File: src/sv/pcmu_pkg.sv
package pcmu_pkg;

	localparam int WORD_W  = 64;
	localparam int MASK_W  = 16;
	localparam int LIMIT_W = 31;
	// Wide enough for a lane sum (at most 33 bits) and the limit.
	localparam int CMP_W   = 33;

	localparam logic [LIMIT_W-1:0] LIMIT_RESET = 31'd15;

	typedef enum logic [1:0] {
		ST_OK    = 2'd0,
		ST_OVER  = 2'd1,
		ST_UNDER = 2'd2
	} status_t;

	typedef struct packed {
		logic over;
		logic under;
	} lane_flag_t;

endpackage

File: src/sv/pcmu_lane.sv
module pcmu_lane #(
	parameter int LANE_WIDTH = 4
) (
	input  logic [LANE_WIDTH-1:0]           val,
	input  logic                            step,
	input  logic                            add,
	input  logic [pcmu_pkg::LIMIT_W-1:0]    limit,
	output logic [LANE_WIDTH-1:0]           nw,
	output pcmu_pkg::lane_flag_t            flag
);

	logic [LANE_WIDTH:0]          sum;
	logic [pcmu_pkg::CMP_W-1:0]   sum_ext;

	assign sum     = {1'b0, val} + (LANE_WIDTH+1)'(step);
	assign sum_ext = pcmu_pkg::CMP_W'(sum);

	// Carry out of the lane counts as over limit as well.
	assign flag.over  = add & (sum[LANE_WIDTH] | (sum_ext > pcmu_pkg::CMP_W'(limit)));
	assign flag.under = ~add & step & (val == '0);

	assign nw = add ? sum[LANE_WIDTH-1:0] : (val - LANE_WIDTH'(step));

endmodule

File: src/sv/pcmu_merge.sv
module pcmu_merge #(
	parameter int LANE_COUNT = 16,
	parameter int LANE_WIDTH = 4
) (
	input  logic [LANE_WIDTH-1:0]          lane_nw   [LANE_COUNT],
	input  pcmu_pkg::lane_flag_t           lane_flag [LANE_COUNT],
	output logic [pcmu_pkg::WORD_W-1:0]    result,
	output pcmu_pkg::status_t              status
);

	localparam int TOT_W = LANE_COUNT * LANE_WIDTH;

	logic [TOT_W-1:0]              lanes_flat;
	logic [LANE_COUNT-1:0]         over_vec;
	logic [LANE_COUNT-1:0]         under_vec;
	logic [pcmu_pkg::WORD_W-1:0]   packed_word;

	for (genvar i = 0; i < LANE_COUNT; i++) begin : g_pack
		assign lanes_flat[i*LANE_WIDTH +: LANE_WIDTH] = lane_nw[i];
		assign over_vec[i]  = lane_flag[i].over;
		assign under_vec[i] = lane_flag[i].under;
	end

	// Drop lane bits that fall above the word, or zero-pad lanes that fall short of it.
	if (TOT_W >= pcmu_pkg::WORD_W) begin : g_trunc
		assign packed_word = lanes_flat[pcmu_pkg::WORD_W-1:0];
	end else begin : g_ext
		assign packed_word = {{(pcmu_pkg::WORD_W-TOT_W){1'b0}}, lanes_flat};
	end

	always_comb begin
		if (|over_vec) begin
			status = pcmu_pkg::ST_OVER;
			result = '0;
		end else if (|under_vec) begin
			status = pcmu_pkg::ST_UNDER;
			result = '0;
		end else begin
			status = pcmu_pkg::ST_OK;
			result = packed_word;
		end
	end

endmodule

File: src/sv/packed_counter_mask_update.sv
// Pipeline: an accepted input beat is registered in the lane stage, then in the output register, as its result beat.
// Throughput: one beat per cycle while out_ready holds; the lane stage and the output register each hold
// one beat, so input is taken while a finished result waits on the output as long as the lane stage is empty.
// Reset (arst_n low): both stage valids clear at once and lane_limit returns to 15.
module packed_counter_mask_update #(
	parameter int LANE_COUNT = 16,
	parameter int LANE_WIDTH = 4
) (
	input  logic                             clk,
	input  logic                             arst_n,

	input  logic                             cfg_wr_en,
	input  logic [pcmu_pkg::LIMIT_W-1:0]     cfg_wr_data,

	input  logic                             in_valid,
	output logic                             in_ready,
	input  logic [pcmu_pkg::WORD_W-1:0]      packed_counts,
	input  logic [pcmu_pkg::MASK_W-1:0]      inc_mask,
	input  logic                             req_type,

	output logic                             out_valid,
	input  logic                             out_ready,
	output logic [pcmu_pkg::WORD_W-1:0]      packed_result,
	output logic [1:0]                       status
);

	localparam int TOT_W = LANE_COUNT * LANE_WIDTH;

	// Configuration register: the largest value a counter may hold after an add.
	logic [pcmu_pkg::LIMIT_W-1:0]  lane_limit_q;

	// Lane view of the incoming word, zero-padded when the lanes run past bit 63.
	logic [TOT_W-1:0]              lane_bits;
	logic [LANE_COUNT-1:0]         lane_step;
	logic [LANE_WIDTH-1:0]         lane_nw     [LANE_COUNT];
	pcmu_pkg::lane_flag_t          lane_flag   [LANE_COUNT];

	// Stage 1: per-lane results.
	logic                          valid_s1;
	logic [LANE_WIDTH-1:0]         nw_s1       [LANE_COUNT];
	pcmu_pkg::lane_flag_t          flag_s1     [LANE_COUNT];

	// Stage 2: merged result, held until the consumer takes it.
	logic                          valid_s2;
	logic [pcmu_pkg::WORD_W-1:0]   result_s2;
	pcmu_pkg::status_t             status_s2;

	logic [pcmu_pkg::WORD_W-1:0]   merge_result;
	pcmu_pkg::status_t             merge_status;

	logic                          adv_s1;
	logic                          adv_s2;

	// Each stage moves when the one after it is empty or moving itself.
	assign adv_s2   = ~valid_s2 | out_ready;
	assign adv_s1   = ~valid_s1 | adv_s2;
	assign in_ready = adv_s1;

	always_ff @(posedge clk or negedge arst_n) begin
		if (!arst_n) begin
			lane_limit_q <= pcmu_pkg::LIMIT_RESET;
		end else if (cfg_wr_en) begin
			lane_limit_q <= cfg_wr_data;
		end
	end

	if (TOT_W >= pcmu_pkg::WORD_W) begin : g_pad
		assign lane_bits = TOT_W'(packed_counts);
	end else begin : g_cut
		// Drop word bits above the top lane.
		assign lane_bits = packed_counts[TOT_W-1:0];
	end

	// One core per counter; lanes past the mask width never step.
	for (genvar i = 0; i < LANE_COUNT; i++) begin : g_lane
		if (i < pcmu_pkg::MASK_W) begin : g_step
			assign lane_step[i] = inc_mask[i];
		end else begin : g_nostep
			assign lane_step[i] = 1'b0;
		end

		pcmu_lane #(
			.LANE_WIDTH (LANE_WIDTH)
		) u_lane (
			.val   (lane_bits[i*LANE_WIDTH +: LANE_WIDTH]),
			.step  (lane_step[i]),
			.add   (req_type),
			.limit (lane_limit_q),
			.nw    (lane_nw[i]),
			.flag  (lane_flag[i])
		);
	end

	always_ff @(posedge clk or negedge arst_n) begin
		if (!arst_n) begin
			valid_s1 <= 1'b0;
		end else if (adv_s1) begin
			valid_s1 <= in_valid;
		end
	end

	// Capture lane results on an accepted beat; hold otherwise.
	always_ff @(posedge clk) begin
		if (adv_s1 && in_valid) begin
			nw_s1   <= lane_nw;
			flag_s1 <= lane_flag;
		end
	end

	pcmu_merge #(
		.LANE_COUNT (LANE_COUNT),
		.LANE_WIDTH (LANE_WIDTH)
	) u_merge (
		.lane_nw   (nw_s1),
		.lane_flag (flag_s1),
		.result    (merge_result),
		.status    (merge_status)
	);

	always_ff @(posedge clk or negedge arst_n) begin
		if (!arst_n) begin
			valid_s2 <= 1'b0;
		end else if (adv_s2) begin
			valid_s2 <= valid_s1;
		end
	end

	always_ff @(posedge clk) begin
		if (adv_s2 && valid_s1) begin
			result_s2 <= merge_result;
			status_s2 <= merge_status;
		end
	end

	assign out_valid     = valid_s2;
	assign packed_result = result_s2;
	assign status        = status_s2;

endmodule

File: config.mk
export PLATFORM = sky130hd
export DESIGN_NAME = packed_counter_mask_update
export DESIGN_NICKNAME = d
export VERILOG_FILES = /design/src/sv/pcmu_pkg.sv /design/src/sv/pcmu_lane.sv /design/src/sv/pcmu_merge.sv /design/src/sv/packed_counter_mask_update.sv
export SDC_FILE = /design/constraint.sdc
export NUM_CORES = 1
export LEC_CHECK = 0
export BUFFER_PORTS_ARGS = -buffer_cell sky130_fd_sc_hd__buf_2
export CAP_MARGIN = 25
export CORE_ASPECT_RATIO = 1.5
export CORE_UTILIZATION = 25
export CTS_BUF_LIST = sky130_fd_sc_hd__clkbuf_8
export DETAILED_ROUTE_END_ITERATION = 8
export HOLD_SLACK_MARGIN = 0.05
export PLACE_DENSITY = 0.52
export SLEW_MARGIN = 20
export SYNTH_ARGS = -nofsm -noshare
export SYNTH_HDL_FRONTEND = slang
export SYNTH_SLANG_ARGS = --single-unit
File: constraint.sdc
create_clock -name clk -period 3.56 [get_ports clk]
set_clock_uncertainty 0.05 [all_clocks]
set_input_delay 0.356 -clock clk [delete_from_list [all_inputs] [get_ports clk]]
set_output_delay 0.356 -clock clk [all_outputs]
set_load 0.05 [all_outputs]
==> run_results.csv, run 1 <==
group,metric,value,unit
detailed_routing,wl_per_cell,15.8,µm
clocking,cts_tree,"yes",
synthesis,ys_top_cells_by_area,"edfxtp_1 44%, ha_1 16%, dfrtp_1 6.5%",
setup_path,critPathMaxStageDelay,0.53,ns
finish,fin_area,0.0135,mm²
synthesis,yosysTopAreaCellShare,43.8,%
synthesis,synth_commonest_cells,"162 x edfxtp_1, 144 x ha_1, 83 x inv_1, 67 x and2_1, 60 x nor2_1",
die,die_y,260,µm
die,rows,94,
finish,drive_gt1_share,23.9,%
synthesis,ys_types,38,
timing,fin_crit,2.47,ns
timing,tightest_slew,0.966,ns
power,peakVddDrop,0.146,mV
die,dieArea,0.0452,mm²
synthesis,yosys_warnings,0,
synthesis,synth_edf_count,162,
detailed_routing,wl,27400,µm
timing,slew-limit-headroom,35.5,%
detailed_routing,first_pass_iters,4,
finish,fillCellCount,4427,
placed_design,io_buffers,184,
setup_path,crit_chain,"inv_1 -> ha_1 -> nand3_1 -> a21boi_0 -> o31ai_1 -> o32ai_1",
clocking,numCtsBuffers,17,
clocking,post_cts_buffers,0,
timing,grt_setup_unrepaired,"false",
clocking,holdBufCountCts,34,
timing,finalCritPeriodShare,69.3,%
setup_path,crit_type,"register to register",
clocking,cts-root-buf,"clkbuf_8",
setup_path,path_buf_inv,1,
job,maxCapViolations,0,
clocking,htreeDepth,4,
clocking,clk_path_buf_depth,2,
clocking,post_cts_resized,0,
setup_path,cp_max_fo,17,
setup_path,cp_top_family,"compound AO/OA/AOI/OAI gates",
detailed_routing,drtIter0Drc,263,
setup_path,cp.required,3.77,ns
detailed_routing,postRouteAntennaNets,0,
synthesis,synth-main-ff-cell,"edfxtp_1",
synthesis,synth_seq_area_share,51.3,%
setup_path,cp.depth,6,
die,start_util,25.3,%
synthesis,synth_top_area_cell,"edfxtp_1",
power,power_density,383,mW/mm²
grt,grt_pass1_vias,7952,
synthesis,synth_area,0.0111,mm²
clocking,cts.sinks,195,
timing,final_hold_viol_count,0,
timing,setup_violations,0,
setup_path,worst_setup_path_start_kind,"register",
setup_path,critPathSlowestCell,"dfstp_2",
outcome,status,"completed",
die,core_area,0.0439,mm²
finish,area_delta_synth_final,21.5,%
grt,grt_remaining_overflow,0,
synthesis,synthArstFlopShare,16.9,%
setup_path,worst_ep_arrival_time,2.68,ns
clocking,insertion_delay,0.50,ns
hold_path,hold_class,"primary input to register",
synthesis,yosysMostFrequentCell,"edfxtp_1",
synthesis,ys_seq_elements,195,
placed_design,hpwl,19800,µm
placed_design,place.gp.congestion,0.783,
setup_path,r2r_cells,6,
grt,grt_antenna_before_repair,8,
die,pin_count,185,
die,die_x,174,µm
clocking,clk_pin_slew,0.12,ns
timing,finalMaxSlewViolations,0,
synthesis,postSynthCellCount,907,
timing,fmax,405,MHz
detailed_routing,drc,0,
detailed_routing,vias_per_cell,4.38,
hold_path,min_delay_path_depth,2,
placed_design,post_dp_cell_area,0.0127,mm²
detailed_routing,num_vias,7566,
grt,grt_max_degree,67,
grt,grt_pass1_wl,42400,µm
grt,grt_use_total,12.4,%
timing,setup_tns,0,ns
power,leakage,5.96,nW
finish,final_nets,1394,
synthesis,syn_area_per_cell,12.2,µm²
synthesis,syn-num-nets,1168,
setup_path,endpoint_kind,"register",
-- registers in the layout (all words and copies together), names as in the netlist --
| register | cells |
|---|---|
| packed_result | 64 |
| nw_s1 | 64 |
| status | 2 |
| out_valid | 1 |
| lane_limit_q | 31 |
| valid_s1 | 1 |
| flag_s1 | 32 |
-- metal layers --
layer / vias up / track usage [%] / wire length (µm)
li1: 3760 / - / -
met1: 3587 / 13.3 / 10900
met2: 169 / 23.2 / 14500
met3: 46 / 2.50 / 1080
met4: 4 / 5.97 / 840
met5: - / 0 / 34
-- worst register-to-register path, stage by stage (launching register included) --
cell and delay [ns]:
dfstp_2 0.53, inv_1 0.39, ha_1 0.51, nand3_1 0.07, a21boi_0 0.18, o31ai_1 0.10
o32ai_1 0.41
-- area by class of cell --
| type | count | area (µm²) | area share, % |
|---|---|---|---|
| flip-flops and latches | 195 | 5700 | 42.2 |
| multi-input cells | 606 | 5000 | 37.1 |
| repair buffers | 230 | 1380 | 10.2 |
| well taps | 576 | 721 | 5.35 |
| inverters | 83 | 312 | 2.31 |
| clock buffers | 17 | 234 | 1.74 |
| clock inverters | 15 | 126 | 0.937 |
| diodes | 6 | 15.0 | 0.111 |
-- logic make-up after synthesis --
kind of cell / count (synthesis) / synth area share (%)
DFF: 195 / 51.3
adders and majority gates: 144 / 16.2
buffers and inverters: 106 / 3.69
AOI/OAI and AO/OA: 99 / 7.01
muxes: 43 / 4.18
xor gates and xnor gates: 64 / 5.05
and+or+nand+nor: 256 / 12.5
-- metrics by stage --
stage               instances  utilization (%)  hold WS (ns)  total power, mW  worst slack [ns]
floorplan                 907                -        0.0104             3.43             0.657
global placement         1655             29.1         0.421             3.77              1.12
detailed placement       1655             29.1         0.426             3.79              1.10
CTS                      1721             30.7        0.0844             5.26              1.09
global route             1728             30.7         0.120             5.45             0.995
finish                   1728             30.7         0.155             5.16              1.09
-- path summary, 6_finish.rpt --
check | startpoint | slack, ns | to
max in group asynchronous | arst_n | 2.57 | lane_limit_q[21]
worst min register to register | valid_s1 | 0.46 | out_valid
worst max register to register | lane_limit_q[2] | 1.09 | flag_s1[15]
min in group asynchronous | arst_n | 0.39 | lane_limit_q[12]
worst min-delay path | packed_counts[39] | 0.15 | nw_s1[27]
worst max-delay path | lane_limit_q[2] | 1.09 | flag_s1[15]
-- layout by cell type, fill, tap and decap left out, types with 10 or more instances in the layout --
master	count
nor4_1	13
buf_2	184
mux2_2	27
and2_1	65
inv_1	84
a21boi_0	15
o32ai_2	10
xnor2_1	48
edfxtp_1	162
nand4_1	17
nor3_1	16
o31ai_1	15
dfrtp_1	29
buf_4	10
clkbuf_8	17
nand3_1	46
nor2_1	59
mux2i_1	16
xor2_1	16
dlygate4sd3_1	34
and3_1	18
a21oi_1	29
ha_1	144
-- power breakdown --
part	total (mW)	switching (mW)	internal [mW]
Clock	1.40	0.899	0.506
Sequential	2.72	0.0613	2.66
Combinational	1.03	0.645	0.386
Power figures use the tool's default switching activity.
==> run 2, diff against run 1 <==
--- a/config.mk
+++ b/config.mk
@@ -12,7 +12,7 @@
 export CTS_BUF_LIST = sky130_fd_sc_hd__clkbuf_8
 export DETAILED_ROUTE_END_ITERATION = 8
 export HOLD_SLACK_MARGIN = 0.05
-export PLACE_DENSITY = 0.52
+export PLACE_DENSITY = 0.53
 export SLEW_MARGIN = 20
 export SYNTH_ARGS = -nofsm -noshare
 export SYNTH_HDL_FRONTEND = slang
==> constraint.sdc (replaced) <==
create_clock -name clk -period 2.1 [get_ports clk]
set_clock_uncertainty 0.05 [all_clocks]
set_input_delay 0.21 -clock clk [delete_from_list [all_inputs] [get_ports clk]]
set_output_delay 0.21 -clock clk [all_outputs]
set_load 0.05 [all_outputs]
==> run 2 against run 1 <==
  * The flow now finishes with violations (setup timing)
  * Via count rose by 4.8%
  * Cell area up 8.9%
  * Register-to-register slack lost 1.1 ns
  * Critical endpoint is now flag_s1[13]
  * Largest power group unchanged
  * Count of clock-buffer cells in the layout rose by 1
  * Cell count increased by 4.1%
  * Critical path type is now primary input to register
==> run_results.csv, run 2 (same netlist as run 1, synthesis figures left out) <==
group,metric,value,unit
detailed_routing,num_vias,7928,
timing,finalCritPeriodShare,100,%
finish,final_common_cell,"buf_2",
grt,grt_antenna_before_repair,1,
grt,grt_use_total,12.7,%
finish,post-route-util,33.5,%
setup_path,cp.required,2.29,ns
placed_design,hpwl,20700,µm
grt,grt_remaining_overflow,0,
die,die_y,260,µm
clocking,insertion_delay,0.50,ns
timing,slew-limit-headroom,48.8,%
hold_path,hold_class,"primary input to register",
timing,fmax,475,MHz
setup_path,cp_top_family,"buffers and inverters",
clocking,cts.sinks,195,
finish,seq_area,0.00570,mm²
detailed_routing,drtIter0Drc,375,
grt,grt_max_degree,67,
power,seqPwrFrac,49.9,%
setup_path,worst_ep_arrival_time,2.29,ns
detailed_routing,vias_per_cell,4.41,
placed_design,place.gp.congestion,0.785,
clocking,numCtsBuffers,17,
die,pin_count,185,
clocking,cts-root-buf,"clkbuf_8",
detailed_routing,wl,28200,µm
timing,grt_setup_unrepaired,"true",
finish,area_delta_synth_final,32.3,%
timing,final_hold_viol_count,0,
setup_path,crit_type,"primary input to register",
finish,final_nets,1469,
setup_path,critPathMaxStageDelay,0.53,ns
detailed_routing,drc,0,
die,rows,94,
timing,worst_slack,-0.00399,ns
timing,tightest_slew,0.768,ns
clocking,clk_pin_slew,0.10,ns
timing,holdWs,0.111,ns
timing,finalMaxSlewViolations,0,
power,power_density,630,mW/mm²
setup_path,crit_chain,"dlygate4sd3_1 -> buf_2 -> ha_4 -> nand3_1 -> xnor2_2 -> ha_4 -> a21oi_1 -> a21boi_1 -> o31ai_1 -> o32ai_2",
setup_path,path_buf_inv,2,
finish,fillCellCount,4397,
die,die_x,174,µm
finish,drive_gt1_share,28.6,%
job,maxCapViolations,0,
power,switching_share,29.2,%
grt,grt_pass1_wl,43900,µm
finish,most-common-layout-cells,"181 x buf_2, 162 x edfxtp_1, 126 x ha_1",
clocking,htreeDepth,4,
clocking,clk_path_buf_depth,2,
power,p_int,6.54,mW
finish,fin_cells,1798,
timing,fin_crit,2.10,ns
finish,multiInputGateArea,0.00533,mm²
die,core_area,0.0439,mm²
grt,grt_pass1_vias,8393,
clocking,cts_tree,"yes",
detailed_routing,wl_per_cell,15.7,µm
power,p_sw,2.70,mW
outcome,violations,"setup timing",
setup_path,cp_max_fo,3,
placed_design,dp.cells,1688,
timing,setup_violations,2,
setup_path,endpoint_kind,"register",
detailed_routing,first_pass_iters,4,
die,dieArea,0.0452,mm²
outcome,status,"finished with violations",
power,peakVddDrop,0.353,mV
power,leakage,6.40,nW
detailed_routing,postRouteAntennaNets,0,
setup_path,worst_setup_path_start_kind,"primary input",
power,combPwrFrac,21.6,%
die,start_util,25.3,%
setup_path,critPathSlowestCell,"dlygate4sd3_1",
placed_design,io_buffers,184,
power,clock_power_share,28.5,%
setup_path,cp_common_cell,"ha_4",
==> run 2: cell types whose count changed in the layout (fill, tap and decap cells not counted), sizes merged, moves of 3 or more <==
cell / before / now
clkinv: 6 / 3
buf: 196 / 227
inv: 92 / 88
bufinv: 0 / 3
dlygate4sd3: 34 / 77
diode: 6 / 1
clkinvlp: 0 / 3
==> run 2: repair_timing <==
action	in CTS	in global routing
gates resized for setup	4	54
endpoints found under the setup margin	67	20
hold buffers	78	0
pin swaps	1	25
setup buffers	0	1
hold endpoints to repair	105	0
==> run 2: final cells by class <==
cell class,instances,share of cell area [%]
inverters,83,2.12
well taps,576,4.91
clock inverters,14,1.12
diodes,1,0.0171
flip-flops and latches,195,38.8
multi-input cells,606,36.3
clock buffers,18,1.69
repair buffers,305,15.0
==> run 2: power by group through the flow <==
stage | sequential [mW] | clock (mW) | combinational (mW)
final | 4.61 | 2.64 | 1.99
after global routing | 4.64 | 2.88 | 2.22
after CTS | 4.61 | 2.80 | 1.94
after detailed placement | 4.70 | 0 | 1.82
after global placement | 4.70 | 0 | 1.77
after floorplan | 4.94 | 0 | 0.879
==> run 2: through the flow <==
| step | total power, mW | setup WS, ns | setup TNS, ns | instance area (µm²) |
|---|---|---|---|---|
| floorplan | 5.81 | -0.192 | -18.39 | 11100 |
| global placement | 6.47 | -0.0903 | -2.86 | 13100 |
| detailed placement | 6.52 | -0.155 | -4.45 | 13100 |
| CTS | 9.36 | 0.00649 | 0 | 14400 |
| global route | 9.75 | -0.0632 | -0.233 | 14700 |
| finish | 9.24 | -0.00399 | -0.00410 | 14700 |
==> run 2: routing by layer <==
metal | share of wire, % | track usage [%] | vias up | wire, µm
met5 | 0 | 0 | - | 0
met3 | 3.5 | 2.40 | 32 | 974
met1 | 40 | 13.8 | 3837 | 11300
li1 | - | - | 3906 | -
met2 | 54 | 24.1 | 153 | 15200
met4 | 2.6 | 4.87 | 0 | 725
==> run 2: path summary, 6_finish.rpt <==
| check | startpoint | to | slack, ns | cells past startpoint |
|---|---|---|---|---|
| min | inc_mask[14] | flag_s1[2] | 0.11 | 2 |
| max in group asynchronous | arst_n | out_valid | 1.19 | 2 |
| max | inc_mask[9] | flag_s1[13] | -0.004 | 10 |
| max reg2reg | lane_limit_q[3] | flag_s1[21] | 0.04 | 8 |
| min in group asynchronous | arst_n | lane_limit_q[12] | 0.26 | 2 |
| min reg2reg | valid_s1 | out_valid | 0.45 | 1 |
==> run 3, diff against run 2 <==
--- a/config.mk
+++ b/config.mk
@@ -11,9 +11,11 @@
 export CORE_UTILIZATION = 25
 export CTS_BUF_LIST = sky130_fd_sc_hd__clkbuf_8
 export DETAILED_ROUTE_END_ITERATION = 8
+export GPL_ROUTABILITY_DRIVEN = 0
 export HOLD_SLACK_MARGIN = 0.05
 export PLACE_DENSITY = 0.53
 export SLEW_MARGIN = 20
 export SYNTH_ARGS = -nofsm -noshare
 export SYNTH_HDL_FRONTEND = slang
+export SYNTH_HIERARCHICAL = 1
 export SYNTH_SLANG_ARGS = --single-unit
==> run 3 against run 2 <==
  * The flow now finishes without violations
  * Combinational power grew 31%
  * First-iteration DRC count rose by 9.1%
  * Worst setup slack better by 0.016 ns
  * Critical path type unchanged
  * Highest routed layer is now met5
  * Non-clock buffer count up 39
  * Synthesized cell count is 29% higher
  * Via count is 31% higher
  * Sequential power rose by 4.6%
  * Critical endpoint is now flag_s1[23]
  * Count of clock-buffer cells in the layout decreased by 1
  * Worst hold slack improved by 0.0059 ns
==> run_results.csv, run 3 <==
group,metric,value,unit
outcome,status,"completed",
finish,most-common-layout-cells,"202 x inv_1, 183 x buf_2, 162 x edfxtp_1",
finish,multiInputGateArea,0.00672,mm²
finish,final_nets,1764,
die,pin_count,185,
clocking,clk_path_buf_depth,2,
finish,area_delta_synth_final,28.1,%
synthesis,synth_top_area_cell,"edfxtp_1",
clocking,clk_pin_slew,0.11,ns
timing,setup_tns,0,ns
die,dieArea,0.0542,mm²
power,leakage,7.17,nW
detailed_routing,num_vias,10400,
job,maxCapViolations,0,
finish,fillCellCount,5402,
power,peakVddDrop,0.473,mV
clocking,cts-root-buf,"clkbuf_8",
synthesis,syn-num-nets,1434,
synthesis,synth_area,0.0133,mm²
detailed_routing,postRouteAntennaNets,0,
die,die_x,190,µm
die,core_area,0.0526,mm²
detailed_routing,vias_per_cell,4.74,
timing,finalMaxSlewViolations,0,
setup_path,cp.required,2.46,ns
grt,grt_antenna_before_repair,2,
hold_path,hold_class,"primary input to register",
setup_path,worst_setup_path_start_kind,"primary input",
synthesis,synth_edf_count,162,
hold_path,hold_start,"req_type",
synthesis,synth_seq_area_share,42.8,%
finish,drive_gt1_share,29.7,%
setup_path,cp_common_cell,"ha_1",
setup_path,cp_max_fo,3,
setup_path,cp-startpoint,"inc_mask[4]",
die,rows,103,
synthesis,postSynthCellCount,1173,
synthesis,yosysMostFrequentCell,"inv_1",
clocking,cts.sinks,195,
grt,grt_pass1_wl,61000,µm
grt,grt_remaining_overflow,0,
setup_path,cp_top_family,"adder cells",
timing,finalCritPeriodShare,99.4,%
timing,slew-limit-headroom,48.3,%
synthesis,synth-main-ff-cell,"edfxtp_1",
grt,grt_max_degree,62,
detailed_routing,first_pass_iters,7,
clocking,insertion_delay,0.54,ns
synthesis,synthArstFlopShare,16.9,%
synthesis,ys_top_cells_by_area,"edfxtp_1 37%, ha_1 14%, inv_1 5.6%",
synthesis,ys_seq_elements,195,
timing,fmax,479,MHz
detailed_routing,drtIter0Drc,409,
clocking,htreeDepth,4,
die,start_util,25.3,%
timing,tightest_slew,0.776,ns
timing,fin_crit,2.09,ns
synthesis,syn_area_per_cell,11.4,µm²
timing,final_hold_viol_count,0,
synthesis,yosys_warnings,6,
setup_path,endpoint_kind,"register",
power,power_density,594,mW/mm²
clocking,cts_tree,"yes",
grt,grt_pass1_vias,10700,
detailed_routing,wl,39900,µm
die,die_y,285,µm
setup_path,path_buf_inv,2,
synthesis,ys_types,39,
finish,seq_area,0.00570,mm²
placed_design,hpwl,29500,µm
setup_path,critPathMaxStageDelay,0.53,ns
setup_path,critPathSlowestCell,"dlygate4sd3_1",
finish,final_common_cell,"inv_1",
detailed_routing,wl_per_cell,18.1,µm
detailed_routing,drc,0,
setup_path,crit_chain,"dlygate4sd3_1 -> buf_2 -> ha_1 -> ha_1 -> xor2_1 -> ha_1 -> and4b_2 -> a311oi_2 -> a22o_1",
setup_path,crit_type,"primary input to register",
finish,post-route-util,32.4,%
clocking,numCtsBuffers,17,
synthesis,synth_commonest_cells,"200 x inv_1, 162 x edfxtp_1, 144 x ha_1, 80 x nor4_1, 49 x nor3_1",
timing,setup_violations,0,
setup_path,r2r_start,"flag_s1[20]",
setup_path,worst_ep_arrival_time,2.45,ns
placed_design,io_buffers,184,
synthesis,yosysTopAreaCellShare,36.5,%
grt,grt_use_total,15.1,%
run 3: what timing repair did:
| action | CTS | global route |
|---|---|---|
| pin swaps | 0 | 1 |
| resized for setup | 1 | 23 |
| hold buffers | 93 | 0 |
| hold endpoints to repair | 119 | 0 |
| buffers inserted | 0 | 1 |
| endpoints found under the setup margin | 64 | 34 |
run 3: final cells by class:
cell class                 instances  area share (%)
multi-input combinational        745            39.4
sequential                       195            33.4
timing repair buffer             344            15.4
tap                              682            5.00
inverter                         200            4.40
clock buffer                      17            1.37
clock inverter                    15            1.05
antenna                            1          0.0147
run 3: kinds of logic (layout without fill, tap and decap cells):
group / count (synthesis) / in the layout / share of synthesized area [%]
buf+inv: 233 / 576 / 7.56
mux: 47 / 47 / 3.82
other cells: 0 / 1 / 0
compound gates: 127 / 127 / 7.10
simple gates: 363 / 363 / 21.0
flops: 195 / 195 / 42.8
fa+ha+maj: 144 / 144 / 13.5
xor+xnor: 64 / 64 / 4.21
run 3: path summary, 6_finish.rpt:
path                                     endpoint  cells after the start  slack [ns]
worst max-delay path                  flag_s1[23]                      9        0.01
worst min-delay path                    nw_s1[17]                      3        0.12
worst max register to register  packed_result[56]                      6        0.07
worst min register to register          out_valid                      1        0.47
max in group asynchronous        lane_limit_q[23]                      2        1.24
min in group asynchronous         lane_limit_q[6]                      2        0.22
run 3: worst reg2reg max path, cell delays in order (launching register included):
cell	delay [ns]
edfxtp_1	0.41
nor4_1	0.48
buf_4	0.20
nand4_1	0.12
buf_4	0.20
buf_12	0.17
nor3_1	0.22
run 3: power by group:
part | switching, mW | internal (mW)
Sequential | 0.307 | 4.51
Clock | 1.52 | 1.19
Combinational | 1.53 | 1.07
run 3: metal layers:
| metal | vias to the layer above | wire length, µm | track usage [%] |
|---|---|---|---|
| li1 | 4999 | - | - |
| met1 | 5066 | 16300 | 17.4 |
| met2 | 280 | 20200 | 26.1 |
| met3 | 78 | 1450 | 2.46 |
| met4 | 2 | 1940 | 8.84 |
| met5 | - | 8 | 0 |
run 3: stage by stage:
| step | worst slack, ns | area, µm² | power, mW | hold WS, ns | std cells |
|---|---|---|---|---|---|
| floorplan | -0.192 | 13300 | 6.37 | -0.136 | 1173 |
| global placement | -0.131 | 15600 | 7.29 | 0.275 | 2072 |
| detailed placement | -0.149 | 15600 | 7.37 | 0.288 | 2072 |
| CTS | 0.00756 | 17000 | 10.3 | 0.0515 | 2197 |
| global route | -0.00656 | 17100 | 10.7 | 0.0791 | 2199 |
| finish | 0.0116 | 17100 | 10.1 | 0.117 | 2199 |
